<file path="config.mk">
export PLATFORM = sky130hd
export DESIGN_NAME = timestamp_ordered_jitter_buffer
export DESIGN_NICKNAME = d
export VERILOG_FILES = /design/src/rtl/tojb_pkg.sv /design/src/rtl/timestamp_ordered_jitter_buffer.sv /design/src/rtl/tojb_ram.sv
export SDC_FILE = /design/constraint.sdc
export NUM_CORES = 2
export LEC_CHECK = 0
export ABC_AREA = 1
export BUFFER_PORTS_ARGS = -buffer_cell sky130_fd_sc_hd__buf_2
export CAP_MARGIN = 15
export CORE_AREA = 2 2 287 402
export DETAILED_ROUTE_END_ITERATION = 16
export DIE_AREA = 0 0 289 404
export PLACE_DENSITY = 0.75
export SLEW_MARGIN = 20
export SYNTH_ARGS = -nofsm -noshare
export SYNTH_HDL_FRONTEND = slang
export SYNTH_HIERARCHICAL = 1
export SYNTH_SLANG_ARGS = --single-unit
</file>
<file path="constraint.sdc">
create_clock -name clk_i -period 7.14 [get_ports clk_i]
set_clock_uncertainty 0.05 [all_clocks]
set_input_delay 0.357 -clock clk_i [delete_from_list [all_inputs] [get_ports clk_i]]
set_output_delay 0.357 -clock clk_i [all_outputs]
set_load 0.01 [all_outputs]
</file>
<file path="src/rtl/tojb_pkg.sv">
// Shared types and constants for the timestamp-ordered jitter buffer.
`timescale 1ns / 1ps
package tojb_pkg;

  localparam int DEPTH      = 16;
  localparam int IDX_W      = $clog2(DEPTH);
  localparam int CNT_W      = 5;
  localparam int TS_W       = 48;
  localparam int TAG_W      = 16;
  localparam int ENTRY_W    = TS_W + TAG_W;
  localparam int LAT_W      = 32;
  localparam int DL_W       = TS_W + 2;
  localparam int CFG_IDX_W  = 1;
  localparam int CFG_DATA_W = 32;

  localparam logic [CNT_W-1:0] CAP_RESET = CNT_W'(DEPTH);

  typedef enum logic [1:0] {
    FUNC_PUSH  = 2'd0,
    FUNC_POP   = 2'd1,
    FUNC_CLOSE = 2'd2,
    FUNC_NOP   = 2'd3
  } func_e;

  typedef enum logic [1:0] {
    ST_OK      = 2'd0,
    ST_INVALID = 2'd1,
    ST_CANCEL  = 2'd2,
    ST_RSVD    = 2'd3
  } status_e;

  typedef enum logic [CFG_IDX_W-1:0] {
    REG_CAPACITY    = 1'b0,
    REG_MAX_LATENCY = 1'b1
  } reg_e;

endpackage

</file>
<file path="src/rtl/timestamp_ordered_jitter_buffer.sv">
// Top level of the timestamp-ordered jitter buffer: sequencer and entry RAM.
//
// Usage: one command beat is taken at a rising edge with start high and busy
// low; func_i selects push, pop or close, with the timestamp, tag and watermark
// fields sampled at that edge. busy rises on the next cycle and stays high
// while the sequencer works. Exactly one result beat follows each command:
// done_o is high for one cycle with status, drop, release and occupancy on
// the result ports; the receiver cannot stall it. busy is already low in that
// cycle, so the next command may be given there.
// Close, no-op, refused pushes and pops with nothing held or no watermark
// finish from the dispatch state; other pops first compare the head entry.
// A push walks the held entries from the tail one per cycle through the
// RAM's single read port and single write port, moving each later entry up
// by one slot; an overflow first tests the head in its own state. Entries
// live in a circular RAM addressed from a head pointer.
// Configuration writes take effect at once; the user must make them only while idle (the block does not enforce it).
// Reset empties the buffer, reopens it, forgets the last released stamp,
// sets capacity to DEPTH and latency to zero; the RAM needs no clearing.
`timescale 1ns / 1ps
module timestamp_ordered_jitter_buffer
  import tojb_pkg::*;
(
  input  logic                  clk_i,
  input  logic                  rst_ni,
  input  logic                  start,
  output logic                  busy,
  input  logic [1:0]            func_i,
  input  logic [TS_W-1:0]       pts_i,
  input  logic                  pts_valid_i,
  input  logic [TAG_W-1:0]      tag_i,
  input  logic [TS_W-1:0]       watermark_i,
  input  logic                  watermark_valid_i,
  input  logic                  cfg_we_i,
  input  logic [CFG_IDX_W-1:0]  cfg_idx_i,
  input  logic [CFG_DATA_W-1:0] cfg_data_i,
  output logic                  done_o,
  output logic [1:0]            status_o,
  output logic                  dropped_o,
  output logic                  ready_res_o,
  output logic [TS_W-1:0]       out_pts_o,
  output logic [TAG_W-1:0]      out_tag_o,
  output logic [CNT_W-1:0]      occupancy_o
);

  typedef enum logic [2:0] {
    S_IDLE,
    S_DISPATCH,
    S_OVF,
    S_INS_START,
    S_INS,
    S_HEAD,
    S_POP
  } state_e;

  state_e state_q, state_d;

  func_e                   func_q;
  logic [TS_W-1:0]         pts_q;
  logic                    ptsv_q;
  logic [TAG_W-1:0]        tag_q;
  logic [TS_W-1:0]         wm_q;
  logic                    wmv_q;

  logic [CNT_W-1:0]        cap_q;
  logic [LAT_W-1:0]        lat_q;
  logic [IDX_W-1:0]        hd_q, hd_d;
  logic [CNT_W-1:0]        cnt_q, cnt_d;
  logic [IDX_W-1:0]        j_q, j_d;
  logic [TS_W-1:0]         last_q, last_d;
  logic                    last_v_q, last_v_d;
  logic                    closed_q, closed_d;
  logic signed [DL_W-1:0]  dl_q, dl_d;
  logic                    drop_q, drop_d;

  logic                    done_q, done_d;
  status_e                 status_q, status_d;
  logic                    dropped_q, dropped_d;
  logic                    ready_q, ready_d;
  logic [TS_W-1:0]         opts_q, opts_d;
  logic [TAG_W-1:0]        otag_q, otag_d;
  logic [CNT_W-1:0]        occ_q, occ_d;

  logic                    ram_we;
  logic [IDX_W-1:0]        ram_waddr, ram_raddr;
  logic [ENTRY_W-1:0]      ram_wdata, ram_rdata;
  logic [TS_W-1:0]         rd_stamp;
  logic [TAG_W-1:0]        rd_tag;
  logic [CNT_W-1:0]        eff_cap;
  logic [CNT_W-1:0]        cnt_m1;
  logic                    fin;
  status_e                 fin_st;
  logic                    fin_drp, fin_rdy;
  logic [TS_W-1:0]         fin_pts;
  logic [TAG_W-1:0]        fin_tag;

  function automatic logic [IDX_W-1:0] phys(input logic [IDX_W-1:0] hd,
                                            input logic [IDX_W-1:0] l);
    logic [IDX_W:0] sum;
    sum = {1'b0, hd} + {1'b0, l};
    if (sum >= (IDX_W+1)'(DEPTH)) begin
      sum = sum - (IDX_W+1)'(DEPTH);
    end
    return sum[IDX_W-1:0];
  endfunction

  tojb_ram #(
    .WIDTH (ENTRY_W),
    .DEPTH (DEPTH)
  ) u_ram (
    .clk_i   (clk_i),
    .we_i    (ram_we),
    .waddr_i (ram_waddr),
    .wdata_i (ram_wdata),
    .raddr_i (ram_raddr),
    .rdata_o (ram_rdata)
  );

  assign rd_stamp = ram_rdata[ENTRY_W-1:TAG_W];
  assign rd_tag   = ram_rdata[TAG_W-1:0];
  assign busy     = (state_q != S_IDLE);
  assign cnt_m1   = cnt_q - CNT_W'(1);

  always_comb begin
    if (cap_q == '0) begin
      eff_cap = CNT_W'(1);
    end else if (cap_q > CNT_W'(DEPTH)) begin
      eff_cap = CNT_W'(DEPTH);
    end else begin
      eff_cap = cap_q;
    end
  end

  always_comb begin
    state_d   = state_q;
    hd_d      = hd_q;
    cnt_d     = cnt_q;
    j_d       = j_q;
    last_d    = last_q;
    last_v_d  = last_v_q;
    closed_d  = closed_q;
    dl_d      = dl_q;
    drop_d    = drop_q;
    done_d    = 1'b0;
    status_d  = status_q;
    dropped_d = dropped_q;
    ready_d   = ready_q;
    opts_d    = opts_q;
    otag_d    = otag_q;
    occ_d     = occ_q;
    ram_we    = 1'b0;
    ram_waddr = phys(hd_q, j_q + IDX_W'(1));
    ram_wdata = {pts_q, tag_q};
    ram_raddr = hd_q;
    fin       = 1'b0;
    fin_st    = ST_OK;
    fin_drp   = 1'b0;
    fin_rdy   = 1'b0;
    fin_pts   = '0;
    fin_tag   = '0;

    unique case (state_q)
      S_IDLE: begin
        if (start) begin
          state_d = S_DISPATCH;
        end
      end
      S_DISPATCH: begin
        drop_d = 1'b0;
        unique case (func_q)
          FUNC_PUSH: begin
            if (closed_q) begin
              fin    = 1'b1;
              fin_st = ST_CANCEL;
            end else if (!ptsv_q) begin
              fin    = 1'b1;
              fin_st = ST_INVALID;
            end else if (last_v_q && ($signed(pts_q) <= $signed(last_q))) begin
              fin     = 1'b1;
              fin_drp = 1'b1;
            end else if (cnt_q >= eff_cap) begin
              state_d = S_OVF;
            end else begin
              state_d = S_INS_START;
            end
          end
          FUNC_POP: begin
            if ((cnt_q != '0) && wmv_q) begin
              dl_d    = {{2{wm_q[TS_W-1]}}, wm_q} - $signed({{(DL_W-LAT_W){1'b0}}, lat_q});
              state_d = S_POP;
            end else begin
              fin = 1'b1;
            end
          end
          FUNC_CLOSE: begin
            closed_d = 1'b1;
            cnt_d    = '0;
            fin      = 1'b1;
          end
          default: begin
            fin = 1'b1;
          end
        endcase
      end
      S_OVF: begin
        if ($signed(rd_stamp) > $signed(pts_q)) begin
          fin     = 1'b1;
          fin_drp = 1'b1;
        end else begin
          hd_d    = phys(hd_q, IDX_W'(1));
          cnt_d   = cnt_m1;
          drop_d  = 1'b1;
          state_d = S_INS_START;
        end
      end
      S_INS_START: begin
        if (cnt_q == '0) begin
          ram_we    = 1'b1;
          ram_waddr = hd_q;
          cnt_d     = CNT_W'(1);
          fin       = 1'b1;
          fin_drp   = drop_q;
        end else begin
          j_d       = cnt_m1[IDX_W-1:0];
          ram_raddr = phys(hd_q, cnt_m1[IDX_W-1:0]);
          state_d   = S_INS;
        end
      end
      S_INS: begin
        ram_we = 1'b1;
        if ($signed(rd_stamp) > $signed(pts_q)) begin
          ram_wdata = ram_rdata;
          if (j_q == '0) begin
            state_d = S_HEAD;
          end else begin
            j_d       = j_q - IDX_W'(1);
            ram_raddr = phys(hd_q, j_q - IDX_W'(1));
          end
        end else begin
          cnt_d   = cnt_q + CNT_W'(1);
          fin     = 1'b1;
          fin_drp = drop_q;
        end
      end
      S_HEAD: begin
        ram_we    = 1'b1;
        ram_waddr = hd_q;
        cnt_d     = cnt_q + CNT_W'(1);
        fin       = 1'b1;
        fin_drp   = drop_q;
      end
      S_POP: begin
        if ($signed({{2{rd_stamp[TS_W-1]}}, rd_stamp}) <= dl_q) begin
          fin_rdy  = 1'b1;
          fin_pts  = rd_stamp;
          fin_tag  = rd_tag;
          last_d   = rd_stamp;
          last_v_d = 1'b1;
          hd_d     = phys(hd_q, IDX_W'(1));
          cnt_d    = cnt_m1;
        end
        fin = 1'b1;
      end
      default: begin
        state_d = S_IDLE;
      end
    endcase

    if (fin) begin
      state_d   = S_IDLE;
      done_d    = 1'b1;
      status_d  = fin_st;
      dropped_d = fin_drp;
      ready_d   = fin_rdy;
      opts_d    = fin_pts;
      otag_d    = fin_tag;
      occ_d     = cnt_d;
    end
  end

  always_ff @(posedge clk_i or negedge rst_ni) begin
    if (!rst_ni) begin
      state_q   <= S_IDLE;
      cap_q     <= CAP_RESET;
      lat_q     <= '0;
      hd_q      <= '0;
      cnt_q     <= '0;
      j_q       <= '0;
      last_q    <= '0;
      last_v_q  <= 1'b0;
      closed_q  <= 1'b0;
      drop_q    <= 1'b0;
      done_q    <= 1'b0;
      status_q  <= ST_OK;
      dropped_q <= 1'b0;
      ready_q   <= 1'b0;
      occ_q     <= '0;
    end else begin
      state_q   <= state_d;
      hd_q      <= hd_d;
      cnt_q     <= cnt_d;
      j_q       <= j_d;
      last_q    <= last_d;
      last_v_q  <= last_v_d;
      closed_q  <= closed_d;
      drop_q    <= drop_d;
      done_q    <= done_d;
      status_q  <= status_d;
      dropped_q <= dropped_d;
      ready_q   <= ready_d;
      occ_q     <= occ_d;
      if (cfg_we_i) begin
        unique case (reg_e'(cfg_idx_i))
          REG_CAPACITY:    cap_q <= cfg_data_i[CNT_W-1:0];
          REG_MAX_LATENCY: lat_q <= cfg_data_i[LAT_W-1:0];
          default:         cap_q <= cap_q;
        endcase
      end
    end
  end

  always_ff @(posedge clk_i) begin
    opts_q <= opts_d;
    otag_q <= otag_d;
    dl_q   <= dl_d;
    if (state_q == S_IDLE && start) begin
      func_q <= func_e'(func_i);
      pts_q  <= pts_i;
      ptsv_q <= pts_valid_i;
      tag_q  <= tag_i;
      wm_q   <= watermark_i;
      wmv_q  <= watermark_valid_i;
    end
  end

  assign done_o      = done_q;
  assign status_o    = status_q;
  assign dropped_o   = dropped_q;
  assign ready_res_o = ready_q;
  assign out_pts_o   = opts_q;
  assign out_tag_o   = otag_q;
  assign occupancy_o = occ_q;

endmodule

</file>
<file path="src/rtl/tojb_ram.sv">
// Generic single-write, single-read RAM with registered read data.
`timescale 1ns / 1ps
module tojb_ram #(
  parameter int WIDTH = 8,
  parameter int DEPTH = 16
) (
  input  logic                     clk_i,
  input  logic                     we_i,
  input  logic [$clog2(DEPTH)-1:0] waddr_i,
  input  logic [WIDTH-1:0]         wdata_i,
  input  logic [$clog2(DEPTH)-1:0] raddr_i,
  output logic [WIDTH-1:0]         rdata_o
);

  logic [WIDTH-1:0] mem_q [DEPTH];

  always_ff @(posedge clk_i) begin
    if (we_i) begin
      mem_q[waddr_i] <= wdata_i;
    end
    rdata_o <= mem_q[raddr_i];
  end

endmodule

</file>
Word-level counts from Yosys, hierarchy flattened

Memories as Yosys holds them, arrays and structs flattened. A register that Yosys moved wholly into a read port is not among the register bits.
Cells that the tools add are included.
Widths: inputs -> output; s select.

$add $sub $neg: 13
Equal/unequal tests: 24
Bitwise logic cells: 1
Reduce and logical (&&, ||, !) cells: 24
Multiplexer cells: 67
$lt $le $gt $ge: 9

Operators by type and width:

| kind                | number |
|---|---|
| $mux 64             | 2 |
| $mux 4              | 13 |
| $le 48x50->1        | 1 |
| $sub 48x33->49      | 1 |
| $gt 48x48->1        | 1 |
| $le 48x48->1        | 1 |
| $mux 5              | 7 |
| $pmux 4 s2          | 4 |
| $mux 3              | 10 |
| $pmux 5 s6          | 1 |
| $ge 5x5->1 const B  | 4 |
| $mux 1              | 20 |
| $sub 4x1->4 const B | 5 |
| $pmux 3 s6          | 1 |
| $ne 4x4->1 const B  | 4 |
| $add 4x4->5         | 3 |
| $ne 3x3->1 const B  | 5 |
| $reduce_and 11->1   | 1 |
| $logic_not 5->1     | 2 |
| $ne 2x2->1 const B  | 5 |
| $pmux 1 s5          | 2 |
| $reduce_and 2->1    | 5 |
| $eq 3x3->1 const B  | 3 |
| $eq 3x2->1 const B  | 2 |
| 25 further kinds    | 35 |

Bits in registers: 344
Word-level logic and storage cells: 163
Output and inout port bits: 75
Memories kept: 1
RAM bits: 1024
Input port bits: 153

Memory list:

| name        | depth | bits a word | read ports | clocked after Yosys merged registers in | wr ports | RTL line       | source |
|---|---|---|---|---|---|---|---|
| u_ram.mem_q | 16    | 64          | 1          | 1                                       | 1        | tojb_ram.sv:15 | `logic [WIDTH-1:0] mem_q [DEPTH];` |

Depth between registers and ports, before layout

Depth after elaboration: 11
Depth in mapped cells: 29
Depth with buffers taken out: 26

Cells and area by module

Netlist, hierarchy kept.

Modules (own cells, without submodules):

| module                          | cells an instance | times used | sequential area each (µm²) | area an instance (µm²) |
|---|---|---|---|---|
| tojb_ram                        | 4212              | 1          | 32030.7                    | 45235.9 |
| timestamp_ordered_jitter_buffer | 2220              | 1          | 9730.6                     | 19890.3 |

Worst setup path after synthesis

OpenSTA, ideal clock, no wires.

Path kind: register to register
Start: register state_q[0]
End: register func_q[0] (enable)
Setup slack: 909 ps
Clock period less this slack: 6231 ps
Cell stages (with the launch flop): 6
Setup time: 592 ps
Required time: 6498 ps
Arrival: 5589 ps
Cell sequence: dfrtp_1 nor2_1 inv_1 nor2_1 inv_1 nor2_1

Word-level cells in the longest chain between the ends: 2

Ends and longest elaborated chain:

| element                | RTL line                               | source |
|---|---|---|
| from (decl)            | timestamp_ordered_jitter_buffer.sv:55  | `state_e state_q, state_d;` |
| from (signal assigned) | timestamp_ordered_jitter_buffer.sv:298 | `state_q <= state_d;` |
| $logic_not 3->1        | timestamp_ordered_jitter_buffer.sv:325 | `if (state_q == S_IDLE && start) begin` |
| $logic_and 1x1->1      | timestamp_ordered_jitter_buffer.sv:325 |  |
| to (signal assigned)   | timestamp_ordered_jitter_buffer.sv:326 | `func_q <= func_e'(func_i);` |
| to (decl)              | timestamp_ordered_jitter_buffer.sv:57  | `func_e func_q;` |

No other way between the ends.
A chain may end at the register's enable or synchronous reset.

Worst setup path after layout

Start: register pts_q[7]
End: register u_ram.rdata_o[61] (read register of u_ram.mem_q)

Word-level cells in the longest chain between the ends: 3

Ends and longest elaborated chain:

| element                | RTL line                               | source |
|---|---|---|
| from (decl)            | timestamp_ordered_jitter_buffer.sv:58  | `logic [TS_W-1:0] pts_q;` |
| from (signal assigned) | timestamp_ordered_jitter_buffer.sv:327 | `pts_q <= pts_i;` |
| $gt 48x48->1           | timestamp_ordered_jitter_buffer.sv:230 | `if ($signed(rd_stamp) > $signed(pts_q)) begin` |
| $mux 4                 | timestamp_ordered_jitter_buffer.sv:230 |  |
| $pmux 4 s2             | timestamp_ordered_jitter_buffer.sv:161 | `unique case (state_q)` |
| net ram_raddr[1]       | timestamp_ordered_jitter_buffer.sv:84  | `logic [IDX_W-1:0] ram_waddr, ram_raddr;` |
| to (decl)              | tojb_ram.sv:12                         | `output logic [WIDTH-1:0] rdata_o` |

The timed path passes the listed nets, and every way through them passes these cells.

==> key figures <==
Synth
  • Yosys warnings: 6
  • Syn_area_per_cell: 10.1 sq um
  • Mux share of post-synthesis cell area: 0%
  • Cells after Synth: 6432
  • Commonest cells post-synth: nand2_1, edfxtp_1, inv_1
  • Area leader, netlist: edfxtp_1
  • Adder-Cell Fraction of Synth Area: 3.87%
  • Largest cells by area after synthesis: edfxtp_1, nand2_1, inv_1, nand3_1, dfrtp_1
  • Netlist cell types: 52
  • Synthesized cell area: 65100 sq um
  • Syn Nets: 6784
  • Flops & latches, synth: 1431
  • EDFF count, synth: 1253
  • Ys flop type: edfxtp_1
  • Synth Area in Compound Gates: 3.31%
  • Xor/xnor share of the synthesized area: 0.807%
  • Top-count cell post-synth: nand2_1
  • Asr flop ratio synth: 7.97%
  • Post-synthesis sequential area ratio: 64.1%
  • Post-Synth Simple-Gate Area: 18.7%
  • Synth top area share: 57.8%
  • Largest family of logic cells by synthesized area: simple AND/OR/NAND/NOR gates

Drt
  • Remaining DRCs: 0
  • Initial detailed-routing violation count: 5146
  • Routed via count: 46437
  • Drt wl/cell: 21.0 um
  • Vias per cell: 5.57
  • Total Wirelength: 175000 um
  • Routed Antenna Nets: 0
  • First drt pass iteration count: 8

Power
  • Seq pwr share: 37.2%
  • Pwr per Cell Area: 429 nW/um^2
  • Psw: 13000 uW
  • Comb power frac: 41.0%
  • Pleak: 0.0325 uW
  • Clk pwr share: 21.8%
  • Worst VDD drop: 0.577 mV
  • Int Power: 18500 uW
  • Sw Ratio: 41.2%

Clock network
  • # resized after CTS: 0
  • CTS clock-pin slew for the worst setup and hold paths: 0.07 ns
  • Cts hold-fix bufs: 147
  • CTS H-Tree Depth: 3
  • Post-CTS setup buffer count: 0
  • CTS tree: built
  • Clk buf depth: 3
  • Clock Sinks: 1431
  • Num CTS Buffers: 120
  • Worst skew pair latency: 0.75 ns
  • Clock Tree Root: clkbuf_16

Setup path
  • Worst reg2reg startpoint: pts_q[7]
  • Crit-path max cell delay: 0.72 ns
  • Crit Path Category: flop to flop
  • Delay-heaviest family, CP: simple AND/OR/NAND/NOR gates
  • Crit-path slowest cell: inv_8
  • CP arrival: 5.70 ns
  • Crit path buffers/inverters: 3
  • Internal reg-to-reg setup slack: 2.06 ns
  • Critical Path End Type: flop
  • Crit path max fanout: 88
  • R2R Path End: u_ram/rdata_o[61]
  • Worst-path cell chain: inv_1, ha_1, nand2_1, nor2_1, nand4_1, nor2_1, nand3b_1, nand3_4, nor2_4, o21ai_0, nand3_4, inv_8, buf_4, nand2_1, nand3_1, nand3_1, nand2_1
  • Startpoint class of the critical path: flop
  • WP data required: 7.76 ns
  • Stages on worst setup path: 17
  • Reg2Reg Depth: 17
  • Crit path top cell by count: nand2_1

STA
  • Fin crit period: 5.08 ns
  • Slew HR: 25.5%
  • # setup viols final: 0
  • Tcrit/Tclk final: 71.1%
  • Final Slew Violations: 0
  • Hold WS: 0.0710 ns
  • RSZ-0062 raised after global routing: false
  • Peak Freq: 197 MHz
  • Slew of the pin with the lowest slew margin: 1.12 ns
  • Fin. Hold Viols: 0
  • TNS Setup: 0 ns

Status
  • Status: finished clean

Placement
  • IO Port Bufs: 227
  • DP Cell Count: 7959
  • Placer Congestion: 0.964
  • Hpwl dp: 101000 um

Final layout
  • Fill cells: 8268
  • Finished Layout Cells: 8336
  • Area of the multi-input gates: 17700 sq um
  • # nets final: 7100
  • Share of layout cells above drive strength 1: 8.24%
  • Core Util, Final: 64.9%
  • Register area: 41800 sq um
  • Area grow syn2layout: 12.6%

Worst hold path
  • Start point of the worst hold path: cfg_we_i
  • Type of the worst min-delay path: input pin to flop
  • Hold Path Sink: cap_q[4]
  • Cells on Worst Hold Path: 3

Global routing
  • Met3 Resource Use GR: 3.78%
  • GRT busiest layer: met2
  • Met2 Track Usage GR: 49.3%
  • Gr usage total: 29.8%
  • Pin count of the biggest net entering global routing: 183
  • Grt total ovfl: 0
  • First-pass GRT wire length: 262000 um
  • Vias in the first global route: 45519
  • Antenna violations before repair: 4
  • Grt met1 use: 38.3%

Floorplan
  • Initial core utilization: 57.7%
  • Core box area: 113000 sq um
  • Die outline area: 117000 sq um
  • IO Count: 228
  • Die height: 404 um
  • Die Wd: 289 um
  • Cell Rows: 146

Job
  • Max_cap viols: 0
per-stage QoR:
step / cell area [sq um] / total power [uW] / worst slack, ns
6_report: 73300 / 31400 / 2.06
2_1_floorplan: 65100 / 20500 / 0.909
3_3_place_gp: 67600 / 24000 / 2.17
5_1_grt: 73300 / 33100 / 1.75
4_1_cts: 73200 / 31200 / 2.07
3_5_place_dp: 67600 / 24300 / 2.06
power groups by stage:
stage               sequential, uW  combinational, uW  clock [uW]
floorplan                    11700               8870           0
global placement             11800              12200           0
detailed placement           11800              12500           0
CTS                          11600              12600        6880
global route                 11800              14100        7200
finish                       11700              12900        6840
placed cells by master (no fill, tap or decap), types with 30 or more instances in the layout:
cell           instances
nand2_1             1754
edfxtp_1            1253
inv_1               1194
nand3_1              829
nor2_1               246
buf_2                226
ha_1                 195
a21oi_1              149
dlygate4sd3_1        147
clkbuf_16            121
dfrtp_1              113
o21ai_0               68
dfxtp_1               64
o21bai_1              52
buf_4                 44
xor2_1                39
o21ai_2               37
o21ai_1               30
registers in the layout, summed over array words and instances, names as in the netlist, 2 cells and up:
| register | flops |
|---|---|
| u_ram/mem_q | 1024 |
| u_ram/rdata_o | 64 |
| dl_q | 49 |
| last_q | 48 |
| out_pts_o | 48 |
| pts_q | 48 |
| wm_q | 48 |
| lat_q | 32 |
| out_tag_o | 16 |
| tag_q | 16 |
| cap_q | 5 |
| cnt_q | 5 |
| occupancy_o | 5 |
| hd_q | 4 |
| j_q | 4 |
| state_q | 3 |
| func_q | 2 |
| status_o | 2 |
routing by layer:
metal / vias to the layer above / routed length, um / part of all wire, %
met4: 0 / 10400 / 5.9
met1: 22022 / 64900 / 37
met2: 2430 / 84600 / 48
met3: 525 / 14900 / 8.6
met5: - / 0 / 0
li1: 21460 / - / -
worst register-to-register path, cell delays in order (launching register included):
cell and delay, ns:
edfxtp_1 0.38, inv_1 0.07, ha_1 0.29, nand2_1 0.07, nor2_1 0.14, nand4_1 0.11, nor2_1 0.53, nand3b_1 0.38
nand3_4 0.25, nor2_4 0.07, o21ai_0 0.29, nand3_4 0.60, inv_8 0.76, buf_4 0.51, nand2_1 0.19, nand3_1 0.10
nand3_1 0.10, nand2_1 0.12
how the worst max path moves through the flow:
| stage | startpoint | to |
|---|---|---|
| 2_1_floorplan | state_q[0] | func_q[0] |
| 3_3_place_gp | u_ram/rdata_o[16] | u_ram/rdata_o[54] |
| 3_5_place_dp | pts_q[7] | u_ram/rdata_o[53] |
| 4_1_cts | pts_q[7] | u_ram/rdata_o[53] |
| 5_1_grt | pts_q[15] | u_ram/rdata_o[53] |
| 6_report | pts_q[7] | u_ram/rdata_o[61] |
cell families (layout without fill, tap and decap cells):
family | after synthesis | in the layout
other | 0 | 1
DFF | 1431 | 1431
xor gates and xnor gates | 60 | 60
AOI/OAI and AO/OA | 383 | 383
adders and majority gates | 199 | 199
and+or+nand+nor | 2913 | 2913
buffers and inverters | 1446 | 1869
area by class of cell:
type | count | area share, %
Tap cell | 1480 | 2.53
Inverter | 1201 | 6.19
Timing Repair Buffer | 439 | 4.59
Clock inverter | 79 | 1.19
Multi-Input combinational cell | 3555 | 24.2
Antenna cell | 1 | 0.00341
Sequential cell | 1431 | 57.0
Clock buffer | 150 | 4.37
Note: power is estimated with default switching activity, not from simulation.
